==> src/dmsc_pkg.sv <==
package dmsc_pkg;

   localparam int MaxWidth      = 2048;
   localparam int MaxHeight     = 2048;
   localparam int SampleWidth   = 8;
   localparam int DimWidth      = 12;
   localparam int ColWidth      = $clog2(MaxWidth);
   localparam int RowWidth      = $clog2(MaxHeight);
   localparam int LineSlots     = 4;
   localparam int SlotWidth     = $clog2(LineSlots);
   localparam int WinCols       = 4;
   localparam int CurCols       = 3;
   localparam int QueueDepth    = 4;
   localparam int PtrWidth      = $clog2(QueueDepth);
   localparam int CountWidth    = $clog2(QueueDepth + 1);
   localparam int CsrIndexWidth = 2;

   localparam logic [DimWidth-1:0] WidthReset  = DimWidth'(640);
   localparam logic [DimWidth-1:0] HeightReset = DimWidth'(480);

   typedef enum logic [CsrIndexWidth-1:0] {
      CSR_FRAME_WIDTH  = 0,
      CSR_FRAME_HEIGHT = 1
   } csr_index_type;

   typedef logic [SampleWidth-1:0] sample_type;

   // One finished 2x2 cell: origin, mode and the neighborhood it needs.
   // Rows: t = y-1, m = y, n = y+1, u = y+2.
   typedef struct packed {
      logic [ColWidth-1:0] x;
      logic [RowWidth-1:0] y;
      logic                copy;
      logic                last;
      sample_type          t1;
      sample_type          t2;
      sample_type          t3;
      sample_type          m0;
      sample_type          g0;
      sample_type          b0;
      sample_type          m3;
      sample_type          n0;
      sample_type          rr;
      sample_type          g3;
      sample_type          n3;
      sample_type          u0;
      sample_type          u1;
      sample_type          u2;
   } cell_type;

   typedef struct packed {
      logic [CountWidth-1:0] count;
      logic                  not_empty;
   } queue_status_type;

   // Low bit cleared, then clamped to [2, lim].
   function automatic logic [DimWidth-1:0] eff_dim(input logic [DimWidth-1:0] v,
                                                   input logic [DimWidth-1:0] lim);
      logic [DimWidth-1:0] e;
      e = {v[DimWidth-1:1], 1'b0};
      if (e < DimWidth'(2)) begin
         e = DimWidth'(2);
      end
      if (e > lim) begin
         e = lim;
      end
      return e;
   endfunction

endpackage

==> src/dmsc_queue.sv <==
module dmsc_queue (
   input  logic                       clock,
   input  logic                       reset,
   input  logic                       push,
   input  dmsc_pkg::cell_type         push_cell,
   input  logic                       pop,
   output dmsc_pkg::cell_type         head,
   output dmsc_pkg::queue_status_type q_status
);
   import dmsc_pkg::*;

   cell_type              entries_ff [QueueDepth];
   logic [PtrWidth-1:0]   wr_ptr_ff, wr_ptr_in;
   logic [PtrWidth-1:0]   rd_ptr_ff, rd_ptr_in;
   logic [CountWidth-1:0] count_ff, count_in;

   always_comb begin
      wr_ptr_in = wr_ptr_ff;
      rd_ptr_in = rd_ptr_ff;
      count_in  = count_ff;
      if (push) begin
         wr_ptr_in = (wr_ptr_ff == PtrWidth'(QueueDepth - 1)) ? '0 : wr_ptr_ff + 1'b1;
      end
      if (pop) begin
         rd_ptr_in = (rd_ptr_ff == PtrWidth'(QueueDepth - 1)) ? '0 : rd_ptr_ff + 1'b1;
      end
      if (push && !pop) begin
         count_in = count_ff + 1'b1;
      end else if (pop && !push) begin
         count_in = count_ff - 1'b1;
      end
   end

   always_ff @(posedge clock) begin
      if (reset) begin
         wr_ptr_ff <= '0;
         rd_ptr_ff <= '0;
         count_ff  <= '0;
      end else begin
         wr_ptr_ff <= wr_ptr_in;
         rd_ptr_ff <= rd_ptr_in;
         count_ff  <= count_in;
      end
      if (push) begin
         entries_ff[wr_ptr_ff] <= push_cell;
      end
   end

   assign head               = entries_ff[rd_ptr_ff];
   assign q_status.count     = count_ff;
   assign q_status.not_empty = (count_ff != '0);

   assert property (@(posedge clock) disable iff (reset)
      push |-> (count_ff < CountWidth'(QueueDepth)) || pop)
      else $error("cell pushed into a full queue");

   assert property (@(posedge clock) disable iff (reset)
      pop |-> count_ff != '0)
      else $error("cell popped from an empty queue");

endmodule

==> config.mk <==
export PLATFORM = sky130hd
export DESIGN_NAME = dmsc_queue
export DESIGN_NICKNAME = d
export VERILOG_FILES = /design/src/dmsc_pkg.sv /design/src/dmsc_queue.sv
export SDC_FILE = /design/constraint.sdc
export NUM_CORES = 1
export LEC_CHECK = 0
export BUFFER_PORTS_ARGS = -buffer_cell sky130_fd_sc_hd__buf_4
export CAP_MARGIN = 10
export CORE_MARGIN = 2
export CORE_UTILIZATION = 44
export DETAILED_ROUTE_END_ITERATION = 7
export SLEW_MARGIN = 20
export SYNTH_ARGS = -nofsm -noshare
export SYNTH_HDL_FRONTEND = slang
export SYNTH_SLANG_ARGS = --single-unit
==> constraint.sdc <==
create_clock -name clock -period 5.98 [get_ports clock]
set_clock_uncertainty 0.1 [all_clocks]
set_input_delay 1.196 -clock clock [delete_from_list [all_inputs] [get_ports clock]]
set_output_delay 1.196 -clock clock [all_outputs]
set_load 0.03 [all_outputs]
==> results.toml, run 1 <==
[grt]
grt_pass1_wl_um = 57500
grtUsageMet3_pct = 5.41
grt_max_degree = 86
grt.overflow.total = 0
grt-busiest-layer = "met2"
met1_usage_pct = 20.9
met2_usage_pct = 26.7
antenna_found_initial = 1
grt_use_total_pct = 16.4
grt_pass1_vias = 9602

[place]
numPortBuffers = 279
hpwl_um = 22300
dp.cells = 1613
place_congestion = 0.707

[cts]
clock_sinks = 553
cts_resized = 0
cts_root_buf = "clkbuf_16"
clk_latency_ns = 0.60
holdBufCountCts = 0
clockBufferDepth = 3
h-tree-depth = 2
numCtsBuffers = 56
path_clk_slew_ns = 0.06
cts_setup_buffers = 0
cts_tree = "yes"

[synth]
synth_top_area_cell = "edfxtp_1"
synthDistinctLibCells = 18
syn-cell-area_mm2 = 0.0200
synthAdderAreaFrac_pct = 0.475
synthCells = 753
ys.warnings.count = 0
synth_area_leaders = "edfxtp_1, mux4_2, dfxtp_1"
ys_ff_latch = 553
synth-simple-area-share_pct = 0.356
syn_avg_cell_area_um2 = 26.6
synth-xor-area-share_pct = 0.0875
synth-compound-area-share_pct = 0.0750
synth_mux_area_share_pct = 15.5
synth_top_area_share_pct = 81.6
syn_nets = 900
ys_seq_area_share_pct = 82.5
synth_top_family_by_area = "multiplexers"

[setup_path]
critPathCaptureType = "output port"
critPathLaunchType = "flip-flop"
worstSetupPathType = "reg2out"
worstPathMaxFanout = 45
arrival_ns = 2.78
cp.required_ns = 4.68

[hold_path]
hold_class = "reg2reg"

[timing]
slew_headroom_pct = 34.0
hold_viol = 0
finalSetupViolCount = 0
timing.final.crit_share_pct = 68.2
setup_tns_ns = 0
finalCriticalPeriod_ns = 4.08
slew_viol_final = 0
timing.fmax_mhz = 245
worst_pin_slew_ns = 0.990
rsz0062_at_grt = "no"

[run]
cap_violations = 0

[detailed_routing]
wire_per_inst_um = 22.2
wirelength_um = 38200
drcViolationCount = 0
drtPass1Iterations = 4
vias_per_cell = 5.16
ant_nets = 0
num_vias = 8859
drt_iter0_markers = 672

[floorplanning]
ios = 280
core_area_mm2 = 0.0452
row_count = 78
start_util_pct = 44.3
die_area_mm2 = 0.0472
die_w_um = 217
die_y_um = 217

[layout]
layout_common_cells = "edfxtp_1, buf_4, mux4_2, clkbuf_16, clkbuf_1"
finalNonFillerCells = 1716
fillCellCount = 3450
layout-drive-gt1-share_pct = 45.7
final_nets = 1218
mostFrequentLayoutCell = "edfxtp_1"
utilization_pct = 54.5
synthToLayoutAreaGrowth_pct = 23.0

[status]
status = "completed"

[pwr]
leakage_nw = 8.23
power_mw = 8.81
power_density_mw_per_mm2 = 358
peakVddDrop_mv = 0.251
==> report_power, final <==
group	internal, mW	total, mW	switching, mW
registers	4.44	4.50	0.0520
clock network	1.94	3.32	1.37
logic	0.414	0.999	0.585
total	6.80	8.81	2.01
==> final timing paths <==
kind | from | endpoint | slack [ns] | cells after the start
worst max-delay path | flip-flop | head[87] | 1.90 | 3
worst min-delay path | count_ff[2] | count_ff[2] | 0.42 | 2
worst max register to register | wr_ptr_ff[0] | entries_ff[1][87] | 3.50 | 3
worst min register to register | count_ff[2] | count_ff[2] | 0.42 | 2
==> routing by layer <==
| metal | routed length (um) | vias up |
|---|---|---|
| met1 | 15500 | 4649 |
| met4 | 841 | 0 |
| met5 | 0 | - |
| li1 | - | 3908 |
| met3 | 2960 | 58 |
| met2 | 18900 | 244 |
==> synth_stat cells <==
cell	count
a21oi_1	2
and2_1	4
buf_2	15
buf_4	2
buf_6	6
clkbuf_1	7
dfxtp_1	9
edfxtp_1	544
fa_1	1
ha_1	6
inv_1	4
mux2i_1	4
mux4_2	136
nor2_1	7
nor3b_1	1
o21ai_0	1
or3_1	2
xor2_1	2
==> stage by stage <==
step	cell area (um^2)	hold slack, ns	setup slack (ns)
floorplan	20000	0.392	1.06
global placement	22900	0.392	2.44
detailed placement	22900	0.408	2.43
CTS	24600	0.418	1.77
global route	24600	0.461	1.66
finish	24600	0.415	1.90
==> state kept, by name, indices dropped and copies added (netlist names), named ones only <==
| name | count |
|---|---|
| rd_ptr_ff | 2 |
| count_ff | 3 |
| entries_ff | 544 |
| wr_ptr_ff | 2 |
==> critical path, stage by stage, from the launching register on <==
cell     delay, ns
dfxtp_4       0.90
buf_12        0.42
mux4_2        0.58
buf_4         0.19
==> cell families after synthesis <==
kind of cell             count (synthesis)
adder cells (fa/ha/maj)                  7
flip-flops                             553
buffers and inverters                   34
multiplexers                           140
AND/OR/NAND/NOR                         14
AO/OA/AOI/OAI                            3
XOR/XNOR                                 2
==> layout make-up <==
type | count | area [um^2] | area share, %
Inverter | 4 | 15.0 | 0.0610
Timing Repair Buffer | 290 | 2260 | 9.20
Clock buffer | 75 | 1510 | 6.15
Sequential cell | 553 | 16500 | 67.1
Antenna cell | 1 | 2.50 | 0.0102
Clock inverter | 27 | 241 | 0.981
Tap cell | 600 | 751 | 3.05
Multi-Input combinational cell | 166 | 3310 | 13.5
No activity file was read; power rests on OpenSTA's default activity.
==> run 2, diff against run 1 <==
- ABC_AREA: default -> 1
- clock period: 5.98 -> 4.3 ns (I/O delays scaled with it)
==> results.toml, run 2 <==
[synth]
synth-async-reset-ratio_pct = 0
synth_top_area_share_pct = 79.8
yosysMostFrequentCell = "edfxtp_1"
synthDistinctLibCells = 20
synth_top_area_cell = "edfxtp_1"
ys.warnings.count = 0
synth_area_leaders = "edfxtp_1, o21ai_0, nor2_1"
ys_seq_area_share_pct = 80.7
synth_common_cells = "edfxtp_1, nor2_1, o21ai_0"
ys_ff_latch = 553
synthCells = 1374
syn-cell-area_mm2 = 0.0205
yosys_most_used_dff = "edfxtp_1"
synth-edff-count = 544
syn_avg_cell_area_um2 = 14.9
syn_nets = 1521

[layout]
largest-register = "entries_ff"
layout-drive-gt1-share_pct = 22.7
synthToLayoutAreaGrowth_pct = 22.1
largest_register_ffs = 544
mostFrequentLayoutCell = "edfxtp_1"
final_nets = 1792
reg_top3 = "entries_ff (544), count_ff (3)"
layout_common_cells = "edfxtp_1, buf_4, nor2_1, o21ai_0, o22ai_1"
diodes = 0

[timing]
finalCriticalPeriod_ns = 3.57
timing.fmax_mhz = 280
finalSetupViolCount = 0
worst_pin_slew_ns = 1.07
rsz0062_at_grt = "no"
hold_viol = 0
timing.final.crit_share_pct = 83.1
slew_viol_final = 0
slew_headroom_pct = 28.9
setup_tns_ns = 0

[detailed_routing]
drtPass1Iterations = 5
wirelength_um = 46800
ant_nets = 0
num_vias = 12200
drcViolationCount = 0
vias_per_cell = 5.30
drt_iter0_markers = 922
wire_per_inst_um = 20.4

[grt]
grt.overflow.total = 0
antenna_found_initial = 4
grt_pass1_wl_um = 69800
grt_use_total_pct = 19.1
grt_max_degree = 137
grt_pass1_vias = 12000

[setup_path]
arrival_ns = 2.61
critPathCaptureType = "output port"
timing.rr.start = "wr_ptr_ff[0]"
worstPathMaxFanout = 104
critPathLaunchType = "flip-flop"
worstSetupPathType = "reg2out"
cp.required_ns = 3.34

[cts]
clockBufferDepth = 3
cts_resized = 0
cts_setup_buffers = 0
h-tree-depth = 2
holdBufCountCts = 0
clock_sinks = 553
clk_latency_ns = 0.59
cts_tree = "yes"
numCtsBuffers = 55
path_clk_slew_ns = 0.06
cts_root_buf = "clkbuf_16"

[floorplanning]
row_count = 79
core_area_mm2 = 0.0463
die_y_um = 220
start_util_pct = 44.3
die_area_mm2 = 0.0483
ios = 280
die_w_um = 220

[run]
cap_violations = 0

[place]
numPortBuffers = 279
place_congestion = 0.767
hpwl_um = 25800

[hold_path]
hold_class = "in2reg"
hold_path.startpoint = "push_cell[35]"

[status]
status = "completed"

[pwr]
peakVddDrop_mv = 0.369
power_mw = 12.6
leakage_nw = 8.71
power_density_mw_per_mm2 = 502
-- run 2: cell types whose count changed in the layout (fill, tap and decap cells not counted), moves of 9 or more --
cell,before,now
nor2_1,7,281
o21ai_0,1,268
mux4_2,136,0
o22ai_1,0,136
buf_4,283,293
nand2_1,0,9
-- run 2: metal layers --
metal	global-route usage [%]	share of wire (%)
met5	0	0.079
met4	4.52	1.6
met3	5.92	7.6
met2	30.5	48
met1	25.6	43
-- run 2: kinds of logic (layout without fill, tap and decap cells) --
family,Yosys count,count (layout),synth area share (%)
compound gates,414,414,10.9
xor+xnor,1,1,0.0428
fa+ha+maj,7,7,0.464
buf+inv,105,419,2.47
flops,553,553,80.7
simple gates,294,294,5.42
-- run 2: per-stage QoR --
stage	setup slack, ns	instances	utilization (%)	cell area, um^2	hold WS, ns
6_report	0.729	2295	54.1	25000	0.368
5_1_grt	0.513	2295	54.1	25000	0.339
4_1_cts	0.626	2295	54.1	25000	0.326
3_5_place_dp	1.27	2195	50.2	23200	0.437
3_3_place_gp	1.32	2195	50.2	23200	0.420
2_1_floorplan	0.196	1374	-	20500	0.390
-- run 2: where the power goes --
part	internal, mW	switching (mW)	total, mW
Combinational	0.519	1.08	1.60
Sequential	6.16	0.0524	6.22
Clock	2.82	1.92	4.74
Total	9.50	3.06	12.6
-- run 2: worst paths after layout --
check,to,slack (ns),cells after the start
max,head[18],0.73,4
min,entries_ff[2][35],0.37,1
max reg2reg,entries_ff[3][101],2.13,4
min reg2reg,wr_ptr_ff[1],0.44,2
-- run 2: critical path, stage by stage (launching register included) --
cell     delay [ns]
dfxtp_4        0.45
buf_4          0.81
o21ai_0        0.22
o22ai_1        0.27
buf_4          0.21
-- run 2: layout make-up --
type | count | area (um^2)
Clock inverter | 31 | 312
Timing Repair Buffer | 303 | 2400
Sequential cell | 553 | 16500
Tap cell | 607 | 759
Inverter | 16 | 87.6
Fill cell | 3783 | 21300
Clock buffer | 69 | 1470
Multi-Input combinational cell | 716 | 3460
