<file path="src/dmsc_pkg.sv">
package dmsc_pkg;

   localparam int MaxWidth      = 2048;
   localparam int MaxHeight     = 2048;
   localparam int SampleWidth   = 8;
   localparam int DimWidth      = 12;
   localparam int ColWidth      = $clog2(MaxWidth);
   localparam int RowWidth      = $clog2(MaxHeight);
   localparam int LineSlots     = 4;
   localparam int SlotWidth     = $clog2(LineSlots);
   localparam int WinCols       = 4;
   localparam int CurCols       = 3;
   localparam int QueueDepth    = 4;
   localparam int PtrWidth      = $clog2(QueueDepth);
   localparam int CountWidth    = $clog2(QueueDepth + 1);
   localparam int CsrIndexWidth = 2;

   localparam logic [DimWidth-1:0] WidthReset  = DimWidth'(640);
   localparam logic [DimWidth-1:0] HeightReset = DimWidth'(480);

   typedef enum logic [CsrIndexWidth-1:0] {
      CSR_FRAME_WIDTH  = 0,
      CSR_FRAME_HEIGHT = 1
   } csr_index_type;

   typedef logic [SampleWidth-1:0] sample_type;

   // One finished 2x2 cell: origin, mode and the neighborhood it needs.
   // Rows: t = y-1, m = y, n = y+1, u = y+2.
   typedef struct packed {
      logic [ColWidth-1:0] x;
      logic [RowWidth-1:0] y;
      logic                copy;
      logic                last;
      sample_type          t1;
      sample_type          t2;
      sample_type          t3;
      sample_type          m0;
      sample_type          g0;
      sample_type          b0;
      sample_type          m3;
      sample_type          n0;
      sample_type          rr;
      sample_type          g3;
      sample_type          n3;
      sample_type          u0;
      sample_type          u1;
      sample_type          u2;
   } cell_type;

   typedef struct packed {
      logic [CountWidth-1:0] count;
      logic                  not_empty;
   } queue_status_type;

   // Low bit cleared, then clamped to [2, lim].
   function automatic logic [DimWidth-1:0] eff_dim(input logic [DimWidth-1:0] v,
                                                   input logic [DimWidth-1:0] lim);
      logic [DimWidth-1:0] e;
      e = {v[DimWidth-1:1], 1'b0};
      if (e < DimWidth'(2)) begin
         e = DimWidth'(2);
      end
      if (e > lim) begin
         e = lim;
      end
      return e;
   endfunction

endpackage

</file>
<file path="src/dmsc_rsp_if.sv">
interface dmsc_rsp_if;
   import dmsc_pkg::*;

   logic                valid;
   logic                ready;
   logic [ColWidth-1:0] pixel_column;
   logic [RowWidth-1:0] pixel_row;
   sample_type          red;
   sample_type          green;
   sample_type          blue;
   logic                frame_end;

   modport source (output valid, output pixel_column, output pixel_row, output red,
                   output green, output blue, output frame_end, input ready);
   modport sink (input valid, input pixel_column, input pixel_row, input red,
                 input green, input blue, input frame_end, output ready);
endinterface

</file>
<file path="src/dmsc_back.sv">
module dmsc_back (
   input  logic                       clock,
   input  logic                       reset,
   input  dmsc_pkg::queue_status_type q_status,
   input  dmsc_pkg::cell_type         head,
   output logic                       pop,
   dmsc_rsp_if.source                 rsp_bus
);
   import dmsc_pkg::*;

   function automatic sample_type avg2(input sample_type a, input sample_type b);
      logic [SampleWidth:0] s;
      s = {1'b0, a} + {1'b0, b};
      return s[SampleWidth:1];
   endfunction

   function automatic sample_type avg4(input sample_type a, input sample_type b,
                                       input sample_type c, input sample_type d);
      logic [SampleWidth+1:0] s;
      s = {2'b00, a} + {2'b00, b} + {2'b00, c} + {2'b00, d};
      return s[SampleWidth+1:2];
   endfunction

   logic [1:0]          k_ff, k_in;
   logic                out_valid_ff, out_valid_in;
   logic                load;
   sample_type          red_px, green_px, blue_px, green_mid;
   logic [ColWidth-1:0] col_ff;
   logic [RowWidth-1:0] row_ff;
   sample_type          red_ff, green_ff, blue_ff;
   logic                frame_end_ff;

   assign load = q_status.not_empty && (!out_valid_ff || rsp_bus.ready);
   assign pop  = load && (k_ff == 2'd3);

   assign green_mid = avg2(head.g0, head.g3);

   always_comb begin
      if (head.copy) begin
         red_px  = head.rr;
         blue_px = head.b0;
         unique case (k_ff)
            2'd0: green_px = head.g0;
            2'd1: green_px = green_mid;
            2'd2: green_px = green_mid;
            2'd3: green_px = head.g3;
            default: green_px = head.g3;
         endcase
      end else begin
         unique case (k_ff)
            2'd0: begin
               red_px   = avg2(head.rr, head.t1);
               green_px = head.g0;
               blue_px  = avg2(head.m0, head.b0);
            end
            2'd1: begin
               red_px   = avg4(head.rr, head.n3, head.t1, head.t3);
               green_px = avg4(head.g0, head.m3, head.t2, head.g3);
               blue_px  = head.b0;
            end
            2'd2: begin
               red_px   = head.rr;
               green_px = avg4(head.g0, head.u1, head.n0, head.g3);
               blue_px  = avg4(head.b0, head.m0, head.u2, head.u0);
            end
            default: begin
               red_px   = avg2(head.rr, head.n3);
               green_px = head.g3;
               blue_px  = avg2(head.b0, head.u2);
            end
         endcase
      end
   end

   always_comb begin
      k_in         = load ? k_ff + 2'd1 : k_ff;
      out_valid_in = load ? 1'b1 : (out_valid_ff && !rsp_bus.ready);
   end

   always_ff @(posedge clock) begin
      if (reset) begin
         k_ff         <= '0;
         out_valid_ff <= 1'b0;
      end else begin
         k_ff         <= k_in;
         out_valid_ff <= out_valid_in;
      end
      if (load) begin
         col_ff       <= {head.x[ColWidth-1:1], k_ff[0]};
         row_ff       <= {head.y[RowWidth-1:1], k_ff[1]};
         red_ff       <= red_px;
         green_ff     <= green_px;
         blue_ff      <= blue_px;
         frame_end_ff <= head.last && (k_ff == 2'd3);
      end
   end

   assign rsp_bus.valid        = out_valid_ff;
   assign rsp_bus.pixel_column = col_ff;
   assign rsp_bus.pixel_row    = row_ff;
   assign rsp_bus.red          = red_ff;
   assign rsp_bus.green        = green_ff;
   assign rsp_bus.blue         = blue_ff;
   assign rsp_bus.frame_end    = frame_end_ff;

   assert property (@(posedge clock) disable iff (reset)
      (out_valid_ff && frame_end_ff) |-> (col_ff[0] && row_ff[0]))
      else $error("frame end flagged on a pixel that is not a cell's last");

endmodule
</file>
<file path="src/flat_wrapper.sv">
// flat-port wrapper written by rule: the top's interface ports become plain ports
module dmsc_back_flat import dmsc_pkg::*;
  (clock, reset, q_status, head, pop, rsp_bus_valid, rsp_bus_pixel_column, rsp_bus_pixel_row, rsp_bus_red, rsp_bus_green, rsp_bus_blue, rsp_bus_frame_end, rsp_bus_ready);
  dmsc_rsp_if rsp_bus_i ();
  input  logic clock;
  input  logic reset;
  input  dmsc_pkg::queue_status_type q_status;
  input  dmsc_pkg::cell_type head;
  output logic pop;
  output wire logic [$bits(rsp_bus_i.valid)-1:0] rsp_bus_valid;
  output wire logic [$bits(rsp_bus_i.pixel_column)-1:0] rsp_bus_pixel_column;
  output wire logic [$bits(rsp_bus_i.pixel_row)-1:0] rsp_bus_pixel_row;
  output wire logic [$bits(rsp_bus_i.red)-1:0] rsp_bus_red;
  output wire logic [$bits(rsp_bus_i.green)-1:0] rsp_bus_green;
  output wire logic [$bits(rsp_bus_i.blue)-1:0] rsp_bus_blue;
  output wire logic [$bits(rsp_bus_i.frame_end)-1:0] rsp_bus_frame_end;
  input wire logic [$bits(rsp_bus_i.ready)-1:0] rsp_bus_ready;
  assign rsp_bus_valid = rsp_bus_i.valid;
  assign rsp_bus_pixel_column = rsp_bus_i.pixel_column;
  assign rsp_bus_pixel_row = rsp_bus_i.pixel_row;
  assign rsp_bus_red = rsp_bus_i.red;
  assign rsp_bus_green = rsp_bus_i.green;
  assign rsp_bus_blue = rsp_bus_i.blue;
  assign rsp_bus_frame_end = rsp_bus_i.frame_end;
  assign rsp_bus_i.ready = rsp_bus_ready;
  dmsc_back u_core (.clock(clock), .reset(reset), .q_status(q_status), .head(head), .pop(pop), .rsp_bus(rsp_bus_i));
endmodule
</file>
<file path="config.mk">
export PLATFORM = sky130hd
export DESIGN_NAME = dmsc_back_flat
export DESIGN_NICKNAME = d
export VERILOG_FILES = /design/src/dmsc_pkg.sv /design/src/dmsc_rsp_if.sv /design/src/dmsc_back.sv /design/src/flat_wrapper.sv
export SDC_FILE = /design/constraint.sdc
export NUM_CORES = 1
export LEC_CHECK = 0
export ABC_AREA = 0
export BUFFER_PORTS_ARGS = -buffer_cell sky130_fd_sc_hd__buf_2
export CAP_MARGIN = 20
export CORE_ASPECT_RATIO = 0.9
export CORE_UTILIZATION = 23
export CTS_CLUSTER_DIAMETER = 100
export DETAILED_ROUTE_END_ITERATION = 12
export SLEW_MARGIN = 20
export SYNTH_ARGS = -nofsm -noshare
export SYNTH_HDL_FRONTEND = slang
export SYNTH_SLANG_ARGS = --single-unit
</file>
<file path="constraint.sdc">
create_clock -name clock -period 5 [get_ports clock]
set_clock_uncertainty 0.05 [all_clocks]
set_input_delay 0.5 -clock clock [delete_from_list [all_inputs] [get_ports clock]]
set_output_delay 0.5 -clock clock [all_outputs]
set_load 0.1 [all_outputs]
</file>
==> flow_summary.json, run 1 <==
{
  "antenna_left": 0,
  "drtIter0Drc": 364,
  "setup_viol": 0,
  "combPwrFrac_pct": 63.4,
  "die-width_um": 183.1,
  "antenna_found_initial": 2,
  "reg2reg_slack_ps": 2280,
  "p_seq_share_pct": 21.3,
  "hold_viol_final": 0,
  "reg2reg_to": "u_core.rsp_bus.blue[6]",
  "grt_max_degree": 49,
  "track_usage_pct": 14.19,
  "cts_hold_buf": 0,
  "ios": 192,
  "critical_path_class": "input port to register",
  "fmax_mhz": 250.1,
  "internal-power_uw": 1272,
  "gp_congestion": 0.8553,
  "drv_cap": 0,
  "slew_headroom_pct": 43.75,
  "insertion_delay_ps": 300,
  "tns_ps": 0,
  "ys_warn_count": 0,
  "power.density_nw_per_um2": 295.7,
  "cts_root_buffer": "clkbuf_16",
  "syn2layout_area_growth_pct": 23.17,
  "dp.cells": 1355,
  "worstSetupEndpointType": "register",
  "core_area_sq_um": 28940,
  "port_buffers": 186,
  "netlist_area_sq_um": 6789,
  "netSwitchingFraction_pct": 48.54,
  "wire_per_inst_um": 15.74,
  "num_rows": 59,
  "slew_viol_final": 0,
  "fin_cells": 1364,
  "crit_chain": "buf_2 > ha_1 > a21o_1 > a21oi_1 > nand2b_1 > a21boi_0 > o41ai_1 > xor2_1 > fa_1 > inv_1 > ha_1 > o21ai_0 > inv_1 > a21oi_1 > a2111oi_0 > o21ai_0",
  "postSynthCellCount": 781,
  "initial_core_util_pct": 23.46,
  "clkSlewWorstSetupHoldPaths_ps": 80,
  "synth_flop_cell": "edfxtp_1",
  "ff2ff_path_depth": 7,
  "final_nets": 1237,
  "postCtsSetupBuffers": 0,
  "async_flop_share_pct": 0,
  "grt_pass1_wl_um": 32960,
  "drive_above_1_share_pct": 22.85,
  "crit_path_max_fanout": 7,
  "worstHoldEndpoint": "u_core.rsp_bus.pixel_column[1]",
  "required_ps": 4960,
  "p_leak_uw": 0.004061,
  "finalCriticalPeriod_ps": 3999,
  "vdd_drop_max_v": 0.0001621,
  "vias": 6311,
  "slowest_delay_ps": 500,
  "numCtsBuffers": 5,
  "h-tree-depth": 2,
  "dieArea_sq_um": 30210,
  "status": "completed",
  "startpoint_type": "input port",
  "totalWireLength_um": 21470,
  "synth_seq_area_share_pct": 21.67,
  "viasPerCell": 4.627,
  "crit_arrival_ps": 3950,
  "whs_path_depth": 1,
  "min_from": "head[126]",
  "hp-class": "input port to register",
  "rsz0062_at_grt": "false",
  "detailed_place_hpwl_um": 17390,
  "cts_resized": 0,
  "tightest_slew_ps": 840.6,
  "cp_slowest_cell": "fa_1",
  "cts_max_path_buffers": 2,
  "cts_tree": "yes",
  "clock_power_share_pct": 15.3,
  "grt-ovfl-total": 0,
  "synth_edf_count": 47,
  "p_sw_uw": 1200,
  "drtPass1Iterations": 6,
  "drc_errors": 0,
  "avgSynthCellArea_sq_um": 8.693,
  "synth_fp_nets": 1052,
  "period_share_pct": 79.98,
  "worstReg2RegStart": "u_core.k_ff[0]",
  "cts_sinks": 50,
  "grt_pass1_vias": 6114,
  "fp.dieH_um": 165.0,
  "yosysUniqueCellTypes": 69,
  "yosys_register_bits": 50
}
-- metal layers --
layer  routed length [um]  share of wire, %  track usage, %
met5                   10             0.047               0
met4                  263               1.2           2.765
met3                 1302               6.1           2.249
met2                 9628                45           23.71
met1                10270                48           19.30
-- through the flow --
step | worst slack (ps) | hold WS, ps | area, sq um | utilization, % | total power, uW
2_1_floorplan | 1240 | 410.1 | 6789 | - | 1741
3_3_place_gp | 706.6 | 433.8 | 8205 | 28.36 | 2080
3_5_place_dp | 702.8 | 442.7 | 8205 | 28.36 | 2100
4_1_cts | 978.3 | 308.8 | 8359 | 28.89 | 2500
5_1_grt | 584.3 | 304.0 | 8359 | 28.89 | 2688
6_report | 1001 | 319.4 | 8362 | 28.90 | 2473
-- final cells by class --
class,count,area [sq um]
Clock buffer,5,125.1
Antenna cell,1,2.502
Clock inverter,3,28.78
Fill cell,3138,20580
Multi-Input combinational cell,578,4741
Timing Repair Buffer,192,975.9
Sequential cell,50,1471
Tap cell,396,495.5
Inverter,139,521.8
-- placed cells by master, fill, tap and decap left out, drive strengths merged, types with 12 or more instances in the layout --
master / n
buf: 192
inv: 140
ha: 89
a21oi: 58
nor2: 52
nand2: 50
edfxtp: 47
o21ai: 43
fa: 39
xor2: 32
a21o: 21
xnor2: 20
a221oi: 13
nand2b: 12
nand3: 12
-- synthesized netlist by cell type, types with 6 or more instances --
master | instances | share of area, %
nand3_1 | 12 | 0.88
inv_1 | 137 | 7.6
clkbuf_1 | 8 | 0.44
o31ai_1 | 6 | 0.66
nor2_1 | 52 | 2.9
xor2_1 | 32 | 4.1
nand2b_1 | 12 | 1.1
nand2_1 | 50 | 2.8
a22oi_1 | 6 | 0.66
a21oi_1 | 56 | 4.1
o211ai_1 | 9 | 1.0
fa_1 | 39 | 12
nor3_1 | 9 | 0.66
o21a_1 | 9 | 1.0
xnor2_1 | 20 | 2.6
edfxtp_1 | 47 | 21
a221oi_1 | 12 | 1.5
o21ai_0 | 42 | 3.1
a21boi_0 | 8 | 0.88
ha_1 | 89 | 16
a21o_1 | 20 | 2.2
-- worst max-delay path, delay by kind of cell --
family	cells	cell delay, ps
simple gates	1	150
compound gates	8	1780
buf+inv	3	300
fa+ha+maj	3	1080
xor+xnor	1	150
-- power by group through the flow --
stage	combinational (uW)	sequential (uW)	clock, uW
after global placement	1540	537	0
final	1570	526	378
after CTS	1570	527	397
after floorplan	944	798	0
after detailed placement	1560	535	0
after global routing	1750	530	410
-- kinds of logic after synthesis --
group	Yosys count	share of synthesized area (%)
xor+xnor	52	6.708
compound gates	228	22.89
mux	4	0.6266
flops	50	21.67
buf+inv	153	8.533
simple gates	166	11.67
fa+ha+maj	128	27.90
-- flip-flops by register name (all words and copies together), names as in the netlist --
register,flops
u_core.k_ff,2
u_core.rsp_bus.blue,8
u_core.rsp_bus.valid,1
u_core.rsp_bus.pixel_column,11
u_core.rsp_bus.green,8
u_core.rsp_bus.red,8
u_core.rsp_bus.pixel_row,11
u_core.rsp_bus.frame_end,1
-- how the worst max path moves through the flow --
stage               cells past startpoint  slack (ps)     start                       to
floorplan                              17        1240  head[56]  u_core.rsp_bus.green[6]
global placement                       17         710  head[72]  u_core.rsp_bus.green[5]
detailed placement                     17         700  head[72]  u_core.rsp_bus.green[5]
CTS                                    17         980  head[72]  u_core.rsp_bus.green[5]
global route                           17         580  head[72]  u_core.rsp_bus.green[5]
finish                                 16        1000  head[73]  u_core.rsp_bus.green[5]
Note: power is estimated with default switching activity, not from simulation.
==> inputs of run 2 (changes only) <==
==> constraint.sdc (replaced) <==
create_clock -name clock -period 4.1 [get_ports clock]
set_clock_uncertainty 0.05 [all_clocks]
set_input_delay 0.41 -clock clock [delete_from_list [all_inputs] [get_ports clock]]
set_output_delay 0.41 -clock clock [all_outputs]
set_load 0.1 [all_outputs]
==> run 2 against run 1 <==
Design area increased by 1.5%. Power increased by 25%. Die area unchanged. Combinational power increased by 26%. Register-to-register slack got worse by 750 ps. Cell count increased by 1.2%. Clock power increased by 23%. Sequential share of layout area decreased by 0.26 points. Via count increased by 1.0%. Sequential cell count unchanged. Largest power group unchanged.
==> flow_summary.json, run 2 (synthesis results as in run 1) <==
{
  "core_area_sq_um": 28940,
  "crit_arrival_ps": 3870,
  "grt_max_degree": 29,
  "tns_ps": 0,
  "critical_path_class": "input port to register",
  "clkSlewWorstSetupHoldPaths_ps": 80,
  "fmax_mhz": 259.6,
  "viasPerCell": 4.619,
  "vias": 6374,
  "drc_errors": 0,
  "ios": 192,
  "fp.dieH_um": 165.0,
  "antenna_left": 0,
  "startpoint_type": "input port",
  "drv_cap": 0,
  "dp_slack_ps": 1.714,
  "finalInstanceArea_sq_um": 8487,
  "cp_slowest_cell": "fa_1",
  "slew_headroom_pct": 48.58,
  "p_leak_uw": 0.004142,
  "status": "completed",
  "slowest_delay_ps": 450,
  "n_antenna_cell": 0,
  "syn2layout_area_growth_pct": 25.01,
  "setup_viol": 0,
  "drive_above_1_share_pct": 24.19,
  "placed_area_sq_um": 8333,
  "worstSetupEndpointType": "register",
  "final_cell_mix": "186 x buf_2, 136 x inv_1, 88 x ha_1",
  "track_usage_pct": 14.15,
  "slew_viol_final": 0,
  "fin_ws_ps": 247.8,
  "final_nets": 1254,
  "totalWireLength_um": 21440,
  "gp_congestion": 0.8461,
  "required_ps": 4120,
  "port_buffers": 186,
  "rsz0062_at_grt": "false",
  "cts_sinks": 50,
  "hold_viol_final": 0,
  "final_common_cell": "buf_2",
  "grt-ovfl-total": 0,
  "antenna_found_initial": 1,
  "num_rows": 59,
  "crit_buf_inv": 3,
  "cts_hold_buf": 0,
  "drtIter0Drc": 390,
  "period_share_pct": 93.96,
  "wire_per_inst_um": 15.53,
  "detailed_place_hpwl_um": 17580,
  "crit_chain": "buf_2 > ha_1 > fa_1 > a21o_1 > a21oi_1 > o21ai_0 > nor2_1 > xor2_1 > fa_1 > inv_1 > ha_1 > o21a_1 > nor2_1 > inv_1 > a31oi_1 > o221ai_1 > o221a_2",
  "initial_core_util_pct": 23.46,
  "power.density_nw_per_um2": 363.5,
  "dieArea_sq_um": 30210,
  "cp_top_family": "adder cells",
  "tightest_slew_ps": 768.4,
  "die-width_um": 183.1,
  "finalCriticalPeriod_ps": 3852,
  "hp-class": "input port to register",
  "insertion_delay_ps": 310,
  "vdd_drop_max_v": 0.0001500,
  "numCtsBuffers": 5,
  "drtPass1Iterations": 5,
  "cts_resized": 0,
  "grt_pass1_vias": 6071,
  "cts_root_buffer": "clkbuf_16",
  "cts_max_path_buffers": 2,
  "cts_tree": "yes",
  "grt_pass1_wl_um": 32710,
  "crit_path_max_fanout": 5,
  "h-tree-depth": 2,
  "postCtsSetupBuffers": 0
}
run 2: changes by cell type in the layout (fill, tap and decap cells not counted), sizes merged:
| cell | delta |
|---|---|
| buf | +17 |
| diode | -1 |
run 2: power breakdown:
group          switching [uW]  internal, uW  total [uW]  leakage [uW]
Sequential               18.5           623         642      0.000483
Clock                     230           235         465     0.0000763
Combinational            1230           746        1980       0.00358
Total                    1480          1600        3080       0.00414
run 2: worst paths after layout:
path | depth (start not counted) | slack, ps | startpoint | endpoint
worst min register to register | 0 | 460 | u_core.k_ff[1] | u_core.rsp_bus.pixel_row[0]
worst min-delay path | 1 | 230 | head[115] | u_core.rsp_bus.pixel_row[1]
worst max register to register | 7 | 1530 | u_core.k_ff[0] | u_core.rsp_bus.blue[6]
worst max-delay path | 17 | 250 | head[40] | u_core.rsp_bus.red[7]
run 2: final cells by class:
type / instances / area (sq um)
clock inverters: 3 / 28.78
inverters: 139 / 521.8
multi-input cells: 578 / 4741
well taps: 396 / 495.5
repair buffers: 209 / 1104
flip-flops and latches: 50 / 1471
clock buffers: 5 / 125.1
fillers: 3147 / 20450
run 2: per-stage QoR:
stage	instances	total power (uW)	hold slack, ps	util, %
6_report	1380	3085	226.7	29.33
5_1_grt	1380	3354	211.3	29.33
4_1_cts	1380	3114	215.5	29.33
3_5_place_dp	1372	2626	453.7	28.80
3_3_place_gp	1372	2607	448.5	28.80
2_1_floorplan	781	2124	410.1	-
run 2: worst reg2reg max path: stages (launching register included):
cell,delay (ps)
dfxtp_1,400
ha_2,560
inv_1,210
nor2_1,640
nand3_1,140
o21ai_0,200
a2111oi_0,90
o2111ai_1,120
run 2: layer usage:
layer	global-route usage, %	part of all wire (%)
met1	18.97	47
met2	23.64	45
met3	2.271	6.3
met4	3.485	1.6
met5	0	0.061
==> inputs of run 3 (changes only) <==
--- a/config.mk
+++ b/config.mk
@@ -8,10 +8,13 @@
 export ABC_AREA = 0
 export BUFFER_PORTS_ARGS = -buffer_cell sky130_fd_sc_hd__buf_2
 export CAP_MARGIN = 20
+export CELL_PAD_IN_SITES_DETAIL_PLACEMENT = 0
+export CELL_PAD_IN_SITES_GLOBAL_PLACEMENT = 1
 export CORE_ASPECT_RATIO = 0.9
 export CORE_UTILIZATION = 23
 export CTS_CLUSTER_DIAMETER = 100
 export DETAILED_ROUTE_END_ITERATION = 12
+export PLACE_DENSITY_LB_ADDON = 0.1
 export SLEW_MARGIN = 20
 export SYNTH_ARGS = -nofsm -noshare
 export SYNTH_HDL_FRONTEND = slang
==> run 3 against run 2 <==
Sequential share of layout area is 0.36 points lower. Die area stayed put. Critical path type unchanged. Critical path depth is 2 higher. Routed wire length is 2.3% higher.
==> flow_summary.json, run 3 (synthesis results as in run 1) <==
{
  "status": "completed",
  "syn2layout_area_growth_pct": 27.66,
  "hp-class": "input port to register",
  "critical_path_class": "input port to register",
  "p_leak_uw": 0.004257,
  "drtIter0Drc": 329,
  "grt_max_degree": 33,
  "whs_path_depth": 2,
  "viasPerCell": 4.457,
  "dieArea_sq_um": 30210,
  "netSwitchingFraction_pct": 47.05,
  "tightest_slew_ps": 760.6,
  "period_share_pct": 93.79,
  "ff2ff_path_depth": 8,
  "antenna_left": 0,
  "vias": 6244,
  "combPwrFrac_pct": 64.1,
  "cts_tree": "yes",
  "drv_cap": 0,
  "crit_path_max_fanout": 3,
  "final_nets": 1275,
  "hold_viol_final": 0,
  "tns_ps": 0,
  "n_antenna_cell": 0,
  "final_common_cell": "buf_2",
  "finish.utilization_pct": 29.95,
  "cts_max_path_buffers": 2,
  "slew_viol_final": 0,
  "drtPass1Iterations": 5,
  "track_usage_pct": 14.77,
  "hold_slack_ps": 221.4,
  "totalWireLength_um": 21920,
  "setup_viol": 0,
  "worstHoldEndpoint": "u_core.k_ff[0]",
  "gp_congestion": 0.7568,
  "ios": 192,
  "slew_headroom_pct": 49.22,
  "clkSlewWorstSetupHoldPaths_ps": 90,
  "drc_errors": 0,
  "drive_above_1_share_pct": 25.87,
  "h-tree-depth": 2,
  "fin_cells": 1401,
  "worstReg2RegStart": "u_core.k_ff[0]",
  "port_buffers": 186,
  "worstSetupEndpointType": "register",
  "crit_arrival_ps": 3860,
  "internal-power_uw": 1711,
  "required_ps": 4120,
  "rsz0062_at_grt": "false",
  "grt-ovfl-total": 0,
  "reg2reg_to": "u_core.rsp_bus.green[6]",
  "grt_pass1_wl_um": 34260,
  "cts_sinks": 50,
  "insertion_delay_ps": 320,
  "antenna_found_initial": 0,
  "p_seq_share_pct": 19.7,
  "initial_core_util_pct": 23.46,
  "power.density_nw_per_um2": 372.9,
  "detailed_place_hpwl_um": 18200,
  "wire_per_inst_um": 15.65,
  "num_rows": 59,
  "fillers": 3245,
  "vdd_drop_max_v": 0.0001382,
  "p_sw_uw": 1521,
  "numCtsBuffers": 5,
  "cp_slowest_cell": "fa_1",
  "reg2reg_slack_ps": 1450,
  "die-width_um": 183.1,
  "slowest_delay_ps": 480,
  "grt_pass1_vias": 6252,
  "min_from": "reset",
  "dp.cells": 1393,
  "fp.dieH_um": 165.0,
  "fmax_mhz": 260.1,
  "cts_hold_buf": 0,
  "clock_power_share_pct": 16.2,
  "final_cell_mix": "186 x buf_2, 136 x inv_1, 88 x ha_1",
  "core_area_sq_um": 28940,
  "finalCriticalPeriod_ps": 3845,
  "startpoint_type": "input port",
  "cts_root_buffer": "clkbuf_16",
  "crit_chain": "buf_2 > ha_1 > inv_1 > fa_1 > nor2b_1 > o21ai_1 > a21boi_1 > buf_4 > o21a_1 > nor2_1 > xor2_1 > fa_1 > inv_1 > ha_1 > a21o_1 > a221oi_2 > xor2_1 > nor3_1 > o221a_2"
}
==> run 3: cell types whose count changed in the layout (fill, tap and decap cells not counted), sizes merged <==
cell / delta
clkinv: -1
buf: +21
bufinv: +1
==> run 3: metal layers <==
| layer | track usage (%) | vias up | wire length [um] |
|---|---|---|---|
| li1 | - | 3211 | - |
| met3 | 2.007 | 10 | 1021 |
| met4 | 2.462 | 0 | 169 |
| met2 | 24.39 | 157 | 9822 |
| met5 | 0 | - | 0 |
| met1 | 20.67 | 2866 | 10910 |
==> run 3: cell type report <==
cell class                      instances  area (sq um)  share of cell area (%)
Multi-Input combinational cell        578          4745                   54.74
Sequential cell                        50          1471                   16.98
Timing Repair Buffer                  230          1261                   14.55
Inverter                              139         521.8                   6.020
Tap cell                              396         495.5                   5.717
Clock buffer                            5         125.1                   1.444
Clock inverter                          3         47.55                  0.5486
==> run 3: power groups by stage <==
stage	registers (uW)	logic, uW	clock network (uW)
after floorplan	973	1150	0
after global placement	652	2090	0
after detailed placement	650	2080	0
after CTS	640	2090	548
after global routing	644	2310	565
final	638	2070	523
==> run 3: per-stage QoR <==
stage	total power (uW)	setup slack (ps)	instance area, sq um
detailed placement	2726	-160.1	8491
global placement	2740	-77.05	8491
CTS	3277	151.5	8663
global route	3517	1.478	8667
floorplan	2124	429.8	6789
finish	3232	254.7	8667
==> run 3: what timing repair did <==
action	4_1_cts	5_1_grt
endpoints found under the hold margin	0	0
gates resized for setup	0	4
setup buffers	0	0
setup endpoints to repair	0	2
==> run 3: critical path: cells and delay by family <==
family          cells  cell delay (ps)
compound gates      6             1080
fa+ha+maj           4             1400
buf+inv             4              330
simple gates        3              260
xor+xnor            2              350
==> run 3: how the worst max path moves through the flow <==
stage,start,end,slack [ps]
after floorplan,head[56],u_core.rsp_bus.green[6],430
after global placement,head[72],u_core.rsp_bus.green[6],-80
final,head[72],u_core.rsp_bus.green[6],250
after detailed placement,head[72],u_core.rsp_bus.green[6],-160
after CTS,head[72],u_core.rsp_bus.green[6],150
after global routing,head[72],u_core.rsp_bus.green[5],1
